<file path="config.mk">
export PLATFORM = sky130hd
export DESIGN_NAME = bti_ctrl
export DESIGN_NICKNAME = d
export VERILOG_FILES = /design/src/rtl/bti_pkg.sv /design/src/rtl/bti_ctrl.sv
export VERILOG_INCLUDE_DIRS = /design/src /design/src/rtl
export SDC_FILE = /design/constraint.sdc
export NUM_CORES = 1
export LEC_CHECK = 0
export BUFFER_PORTS_ARGS = -buffer_cell sky130_fd_sc_hd__buf_4
export CORE_MARGIN = 1.5
export CORE_UTILIZATION = 53
export CTS_CLUSTER_DIAMETER = 200
export CTS_CLUSTER_SIZE = 10
export DETAILED_ROUTE_END_ITERATION = 6
export PLACE_DENSITY = 0.84
export SYNTH_ARGS = -nofsm -noshare
export SYNTH_HDL_FRONTEND = slang
export SYNTH_SLANG_ARGS = --single-unit
export TNS_END_PERCENT = 10
</file>
<file path="constraint.sdc">
create_clock -name i_clk -period 4.13 [get_ports i_clk]
set_clock_uncertainty 0.05 [all_clocks]
set_input_delay 0.413 -clock i_clk [delete_from_list [all_inputs] [get_ports i_clk]]
set_output_delay 0.413 -clock i_clk [all_outputs]
set_load 0.01 [all_outputs]
</file>
<file path="src/rtl/assert_macros.svh">
// Assertion macros used by the interpolator controller.
// Each macro expands to one labelled concurrent assertion on a rising clock edge.
`ifndef ASSERT_MACROS_SVH
`define ASSERT_MACROS_SVH

// The consequent must hold in the same cycle as the antecedent.
`define ASSERT_IMPLY(lbl, clk, rst_n, ante, cons, msg) \
    lbl: assert property (@(posedge clk) disable iff (!rst_n) (ante) |-> (cons)) \
        else $error(msg);

// The consequent must hold in the cycle after the antecedent.
`define ASSERT_NEXT(lbl, clk, rst_n, ante, cons, msg) \
    lbl: assert property (@(posedge clk) disable iff (!rst_n) (ante) |=> (cons)) \
        else $error(msg);

`endif

</file>
<file path="src/rtl/bti_pkg.sv">
// Shared types, constants and helpers for the bilinear table interpolator.
// No dependencies; used by the controller, the datapath and the top level.
`timescale 1ns / 1ps

package bti_pkg;

    localparam int DEF_MAX_X_POINTS = 64;
    localparam int DEF_MAX_Y_POINTS = 64;

    localparam int CNT_W = 7;
    // Last count of the 65-step divider and of the 33-step multiplier.
    localparam logic [CNT_W-1:0] DIV_LAST = 7'd64;
    localparam logic [CNT_W-1:0] MUL_LAST = 7'd32;

    // Weight of exactly 1.0 in unsigned Q0.32, carried in 33 bits.
    localparam logic [32:0] WEIGHT_ONE = 33'h1_0000_0000;

    localparam logic [6:0] RST_POINTS = 7'd64;

    typedef enum logic [1:0] {
        K_GRID   = 2'd0,
        K_XNODE  = 2'd1,
        K_YNODE  = 2'd2,
        K_LOOKUP = 2'd3
    } t_kind;

    typedef enum logic [1:0] {
        CFG_X_POINTS  = 2'd0,
        CFG_Y_POINTS  = 2'd1,
        CFG_UNIFORM_X = 2'd2,
        CFG_UNIFORM_Y = 2'd3
    } t_cfg_reg;

    typedef enum logic [1:0] {
        NA_ZERO = 2'd0,
        NA_ONE  = 2'd1,
        NA_NEXT = 2'd2
    } t_node_sel;

    typedef enum logic [1:0] {
        CS_LOW  = 2'd0,
        CS_LAST = 2'd1,
        CS_WALK = 2'd2,
        CS_UNI  = 2'd3
    } t_cell_src;

    typedef enum logic [1:0] {
        GA_00 = 2'd0,
        GA_01 = 2'd1,
        GA_10 = 2'd2,
        GA_11 = 2'd3
    } t_grid_sel;

    typedef struct packed {
        logic      wr_grid;
        logic      wr_xnode;
        logic      wr_ynode;
        logic      ld_query;
        logic      axis;
        t_node_sel node_sel;
        logic      prev_ld;
        logic      k_clr;
        logic      k_inc;
        logic      div_ld;
        logic      div_step;
        logic      cell_ld;
        t_cell_src cell_src;
        t_grid_sel grid_sel;
        logic      ld_a;
        logic      ld_b;
        logic      ld_ab_lohi;
        logic      lerp_ld;
        logic      lerp_step;
        logic      t_sel_x;
        logic      lo_ld;
        logic      hi_ld;
        logic      out_ld;
    } t_cmd;

    typedef struct packed {
        logic q_lt_node;
        logic in_cell;
        logic d_pos;
        logic k_last;
        logic quo_ok;
        logic uni;
    } t_sts;

    // Index of the last cell: the point count clamped to 2..maxn, less two.
    function automatic int last_cell(logic [6:0] pts, int maxn);
        int n;
        n = int'(pts);
        if (n < 2) begin
            n = 2;
        end else if (n > maxn) begin
            n = maxn;
        end
        return n - 2;
    endfunction

endpackage

</file>
<file path="src/rtl/bti_ctrl.sv">
// Sequencer of the bilinear table interpolator: cell search, division and blends.
// Depends on bti_pkg and assert_macros.svh; drives bti_dpath by command structs.
`timescale 1ns / 1ps
`include "assert_macros.svh"

module bti_ctrl import bti_pkg::*; (
    input  logic       i_clk,
    input  logic       i_rst_n,
    input  logic       start,
    input  logic [1:0] i_kind,
    input  t_sts       i_sts,
    output logic       busy,
    output logic       o_valid,
    output t_cmd       o_cmd
);

    typedef enum logic [3:0] {
        S_IDLE, S_AX_RD0, S_AX_CHK0, S_AX_WALK, S_AX_UNI, S_AX_DIV, S_AX_DIVEND,
        S_AX_NEXT, S_G_A, S_G_B, S_G_CAP, S_L_AB, S_L_LD, S_L_RUN, S_L_END
    } t_state;

    typedef enum logic [1:0] {
        P_LO, P_HI, P_OUT
    } t_pass;

    t_state           r_state, n_state;
    t_pass            r_pass, n_pass;
    logic             r_axis, n_axis;
    logic             r_valid, n_valid;
    logic [CNT_W-1:0] r_cnt, n_cnt;
    t_cmd             cmd;

    always_comb begin
        cmd      = '0;
        cmd.axis = r_axis;
        n_state  = r_state;
        n_pass   = r_pass;
        n_axis   = r_axis;
        n_valid  = 1'b0;
        n_cnt    = r_cnt;
        unique case (r_state)
            S_IDLE: begin
                if (start) begin
                    unique case (t_kind'(i_kind))
                        K_GRID:  cmd.wr_grid  = 1'b1;
                        K_XNODE: cmd.wr_xnode = 1'b1;
                        K_YNODE: cmd.wr_ynode = 1'b1;
                        K_LOOKUP: begin
                            cmd.ld_query = 1'b1;
                            n_axis       = 1'b0;
                            n_state      = S_AX_RD0;
                        end
                        default: ;
                    endcase
                end
            end
            S_AX_RD0: begin
                cmd.node_sel = NA_ZERO;
                n_state      = S_AX_CHK0;
            end
            S_AX_CHK0: begin
                cmd.prev_ld  = 1'b1;
                cmd.k_clr    = 1'b1;
                cmd.node_sel = NA_ONE;
                if (i_sts.q_lt_node) begin
                    cmd.cell_ld  = 1'b1;
                    cmd.cell_src = CS_LOW;
                    n_state      = S_AX_NEXT;
                end else if (i_sts.uni) begin
                    n_state = S_AX_UNI;
                end else begin
                    n_state = S_AX_WALK;
                end
            end
            S_AX_WALK: begin
                priority if (i_sts.in_cell) begin
                    cmd.div_ld = 1'b1;
                    n_cnt      = '0;
                    n_state    = S_AX_DIV;
                end else if (i_sts.k_last) begin
                    cmd.cell_ld  = 1'b1;
                    cmd.cell_src = CS_LAST;
                    n_state      = S_AX_NEXT;
                end else begin
                    cmd.prev_ld  = 1'b1;
                    cmd.k_inc    = 1'b1;
                    cmd.node_sel = NA_NEXT;
                end
            end
            S_AX_UNI: begin
                if (i_sts.d_pos) begin
                    cmd.div_ld = 1'b1;
                    n_cnt      = '0;
                    n_state    = S_AX_DIV;
                end else begin
                    cmd.cell_ld  = 1'b1;
                    cmd.cell_src = CS_LAST;
                    n_state      = S_AX_NEXT;
                end
            end
            S_AX_DIV: begin
                cmd.div_step = 1'b1;
                n_cnt        = r_cnt + 1'b1;
                if (r_cnt == DIV_LAST) begin
                    n_state = S_AX_DIVEND;
                end
            end
            S_AX_DIVEND: begin
                cmd.cell_ld = 1'b1;
                if (!i_sts.uni) begin
                    cmd.cell_src = CS_WALK;
                end else if (i_sts.quo_ok) begin
                    cmd.cell_src = CS_UNI;
                end else begin
                    cmd.cell_src = CS_LAST;
                end
                n_state = S_AX_NEXT;
            end
            S_AX_NEXT: begin
                if (!r_axis) begin
                    n_axis  = 1'b1;
                    n_state = S_AX_RD0;
                end else begin
                    n_pass  = P_LO;
                    n_state = S_G_A;
                end
            end
            S_G_A: begin
                cmd.grid_sel = (r_pass == P_LO) ? GA_00 : GA_10;
                n_state      = S_G_B;
            end
            S_G_B: begin
                cmd.grid_sel = (r_pass == P_LO) ? GA_01 : GA_11;
                cmd.ld_a     = 1'b1;
                n_state      = S_G_CAP;
            end
            S_G_CAP: begin
                cmd.ld_b = 1'b1;
                n_state  = S_L_LD;
            end
            S_L_AB: begin
                cmd.ld_ab_lohi = 1'b1;
                n_state        = S_L_LD;
            end
            S_L_LD: begin
                cmd.lerp_ld = 1'b1;
                cmd.t_sel_x = (r_pass == P_OUT);
                n_cnt       = '0;
                n_state     = S_L_RUN;
            end
            S_L_RUN: begin
                cmd.lerp_step = 1'b1;
                n_cnt         = r_cnt + 1'b1;
                if (r_cnt == MUL_LAST) begin
                    n_state = S_L_END;
                end
            end
            S_L_END: begin
                unique case (r_pass)
                    P_LO: begin
                        cmd.lo_ld = 1'b1;
                        n_pass    = P_HI;
                        n_state   = S_G_A;
                    end
                    P_HI: begin
                        cmd.hi_ld = 1'b1;
                        n_pass    = P_OUT;
                        n_state   = S_L_AB;
                    end
                    default: begin
                        cmd.out_ld = 1'b1;
                        n_valid    = 1'b1;
                        n_state    = S_IDLE;
                    end
                endcase
            end
            default: n_state = S_IDLE;
        endcase
    end

    always_ff @(posedge i_clk) begin
        if (!i_rst_n) begin
            r_state <= S_IDLE;
            r_pass  <= P_LO;
            r_axis  <= 1'b0;
            r_valid <= 1'b0;
            r_cnt   <= '0;
        end else begin
            r_state <= n_state;
            r_pass  <= n_pass;
            r_axis  <= n_axis;
            r_valid <= n_valid;
            r_cnt   <= n_cnt;
        end
    end

    assign busy    = (r_state != S_IDLE);
    assign o_valid = r_valid;
    assign o_cmd   = cmd;

    `ASSERT_IMPLY(a_valid_idle, i_clk, i_rst_n, r_valid, r_state == S_IDLE,
        "result strobe outside the idle state")
    `ASSERT_NEXT(a_valid_pulse, i_clk, i_rst_n, r_valid, !r_valid,
        "result strobe longer than one cycle")
    `ASSERT_NEXT(a_lookup_start, i_clk, i_rst_n,
        start && !busy && (i_kind == K_LOOKUP), r_state == S_AX_RD0 && !r_axis,
        "accepted lookup did not start the x axis search")
    `ASSERT_IMPLY(a_write_no_busy, i_clk, i_rst_n,
        o_cmd.wr_grid || o_cmd.wr_xnode || o_cmd.wr_ynode, !busy,
        "store write issued while busy")

endmodule

</file>
==> flow_metrics.tcl <==
set metrics [dict create \
    status "complete, no violations" \
    setup_tns_ps 0 \
    cts_setup_buffers 0 \
    peakVddDrop_mv 0.256 \
    clock-root-buffer "clkbuf_4" \
    period_needed_ps 2690 \
    yosysUniqueCellTypes 45 \
    final_antenna_net_count 0 \
    worstSkewPairLatency_ps 290 \
    ys.flop_type "dfxtp_1" \
    timing.rr.end "r_state[1]$_SDFFE_PN0P_" \
    dpl.hpwl_mm 2.07 \
    fmax_mhz 372 \
    worstPathMaxFanout 22 \
    crit_chain "nand2b_1 -> nor4_2 -> inv_1 -> a211oi_1 -> buf_4" \
    drt_first_pass_iters 5 \
    gp_congestion 0.848 \
    wl_mm 2.79 \
    regToRegSetupSlack_ps 1890 \
    worst_pin_slew_ps 649 \
    vias 1206 \
    ys_warn_count 0 \
    layout.nets 200 \
    cts_buffers 3 \
    cts_resized 0 \
    r2r_start "r_state[3]$_SDFFE_PN0P_" \
    post-route-period-util_pct 65.2 \
    drt_iter0_markers 60 \
    cp-startpoint "r_state[0]$_SDFFE_PN0P_" \
    power.density_nw_per_um2 295 \
    rr_worst_depth 5 \
    critical_path_class "reg2out" \
    synthArstFlopShare_pct 0 \
    fp.dieH_um 49.3 \
    die_w_um 49.3 \
    cts_sinks 15 \
    critPathMaxStageDelay_ps 750 \
    total_power_w 0.000414 \
    cp_data_required_time_ps 3670 \
    finalHoldViolCount 0 \
    synthesis.area_um2 1130 \
    fp.dieArea_um2 2430 \
    ys_ff_latch 15 \
    clockBufferDepth 2 \
    drive_gt1_share_pct 24.2 \
    viasPerCell 5.66 \
    timing.hold.ws_ps 392 \
    syn2layout_area_growth_pct 23.7 \
    slew_violations 0 \
    arrival_ps 2230 \
    rsz0062_at_grt "no" \
    grt_max_degree 23 \
    syn-num-nets 170 \
    drc 0 \
    slew_headroom_pct 56.7 \
    drt-wirelength-per-cell_um 13.1 \
    critPathSlowestCell "dfxtp_1" \
    cts.htree.levels 1 \
    start_kind "flop" \
    cp-endpoint "o_cmd[18]" \
    setup_violations 0 \
    core_um2 1980 \
    syn_area_per_cell_um2 7.23 \
    grt_pass1_wl_mm 4.63 \
    end_kind "output port" \
    hold_buffers 0 \
    start_util_pct 57.3 \
    ys_seq_area_share_pct 26.5 \
    cts_tree "done" \
    drv_cap 0 \
    grt_pass1_vias 1021 \
    track_usage_pct 24.0 \
    ios 39 \
    clk_pin_slew_ps 90 \
    rows 16 \
    antenna_found_initial 0 \
    p_leak_nw 0.566 \
    min_path_type "in2reg" \
    synth_edf_count 0 \
    io_buffers 38 \
    n_antenna_cell 0 \
    overflow 0 \
    syn_inst 157 \
]
cells by family after synthesis:
family | share of synthesized area (%)
XOR/XNOR | 2.32
flip-flops | 26.5
AO/OA/AOI/OAI | 22.5
multiplexers | 0.882
AND/OR/NAND/NOR | 36.9
adder cells (fa/ha/maj) | 2.20
buffers and inverters | 8.71
layer usage:
layer | track usage [%] | up-vias | part of all wire [%]
met5 | 0 | - | 0
met4 | 2.86 | 0 | 0.36
met3 | 6.13 | 2 | 7.5
met2 | 40.8 | 52 | 46
met1 | 31.2 | 540 | 46
li1 | - | 612 | -
Yosys cell counts (all sizes together) (2+ instances only):
master,number,area share [%]
xnor2,3,2.3
a21o,2,1.3
or3,2,1.1
nand2,13,4.3
nor2,20,6.6
a21boi,2,1.3
ha,2,2.2
dfxtp,15,26
and3,2,1.1
a211oi,4,2.6
a21oi,8,3.5
nor3,7,3.1
a22oi,2,1.3
clkbuf,3,0.99
nand3,5,2.2
o31ai,2,1.3
nor2b,7,3.9
inv,6,2.0
and2,4,2.2
nor3b,3,2.0
nand2b,5,2.8
o21ai,10,4.4
nor4,3,2.2
buf,10,5.7
cell usage in the layout (no fill, tap or decap), types with 2 or more instances in the layout:
cell type  instances
or3_1              2
nor3b_1            3
inv_1              6
nor2b_1            7
xnor2_1            3
a21o_1             2
a21boi_0           2
dfxtp_1           15
ha_1               2
and2_1             4
nand2_1           13
o31ai_1            2
and3_1             2
a21oi_1            8
nor4_1             2
a22oi_1            2
nand3_1            5
buf_4             38
clkbuf_4           3
nand2b_1           5
nor3_1             7
a211oi_1           4
nor2_1            20
o21ai_0           10
metrics by stage:
step,cells,instance area [um^2],worst slack (ps),util (%)
after global routing,213,1400,1220,70.8
after detailed placement,209,1380,1770,69.5
after CTS,213,1400,1460,70.8
after global placement,209,1380,1940,69.5
final,213,1400,1440,70.8
after floorplan,157,1130,2160,-
worst max-delay path, delay by kind of cell, from the launching register on:
kind	cells	cell delay [ps]
compound gates	1	250
simple gates	2	710
buf+inv	2	240
flops	1	750
power by group:
part | switching, W | leakage [nW] | internal, W
clock | 0.0000491 | 0.0150 | 0.0000375
sequential | 0.0000300 | 0.121 | 0.000151
combinational | 0.0000778 | 0.430 | 0.0000687
total | 0.000157 | 0.566 | 0.000257
layout make-up:
type | instances | area [um^2]
multi-input cells | 123 | 736
clock buffers | 4 | 26.3
repair buffers | 38 | 285
inverters | 6 | 22.5
flip-flops and latches | 15 | 300
well taps | 27 | 33.8
fillers | 165 | 578
how the worst min path moves through the flow:
| stage | start | endpoint | slack (ps) | cells after the start |
|---|---|---|---|---|
| 5_1_grt | i_rst_n | r_axis$_SDFFE_PN0P_ | 390 | 2 |
| 4_1_cts | i_rst_n | r_state[1]$_SDFFE_PN0P_ | 390 | 2 |
| 3_3_place_gp | r_cnt[6]$_SDFFE_PN0P_ | r_cnt[6]$_SDFFE_PN0P_ | 410 | 1 |
| 6_report | i_rst_n | r_axis$_SDFFE_PN0P_ | 390 | 2 |
| 3_5_place_dp | r_cnt[6]$_SDFFE_PN0P_ | r_cnt[6]$_SDFFE_PN0P_ | 420 | 1 |
| 2_1_floorplan | r_cnt[6]$_SDFFE_PN0P_ | r_cnt[6]$_SDFFE_PN0P_ | 390 | 1 |
state kept, by name, indices dropped and copies added, names as in the netlist:
register  cells
o_valid       1
r_axis        1
r_cnt         7
r_pass        2
r_state       4
No activity file was read; power rests on OpenSTA's default activity.
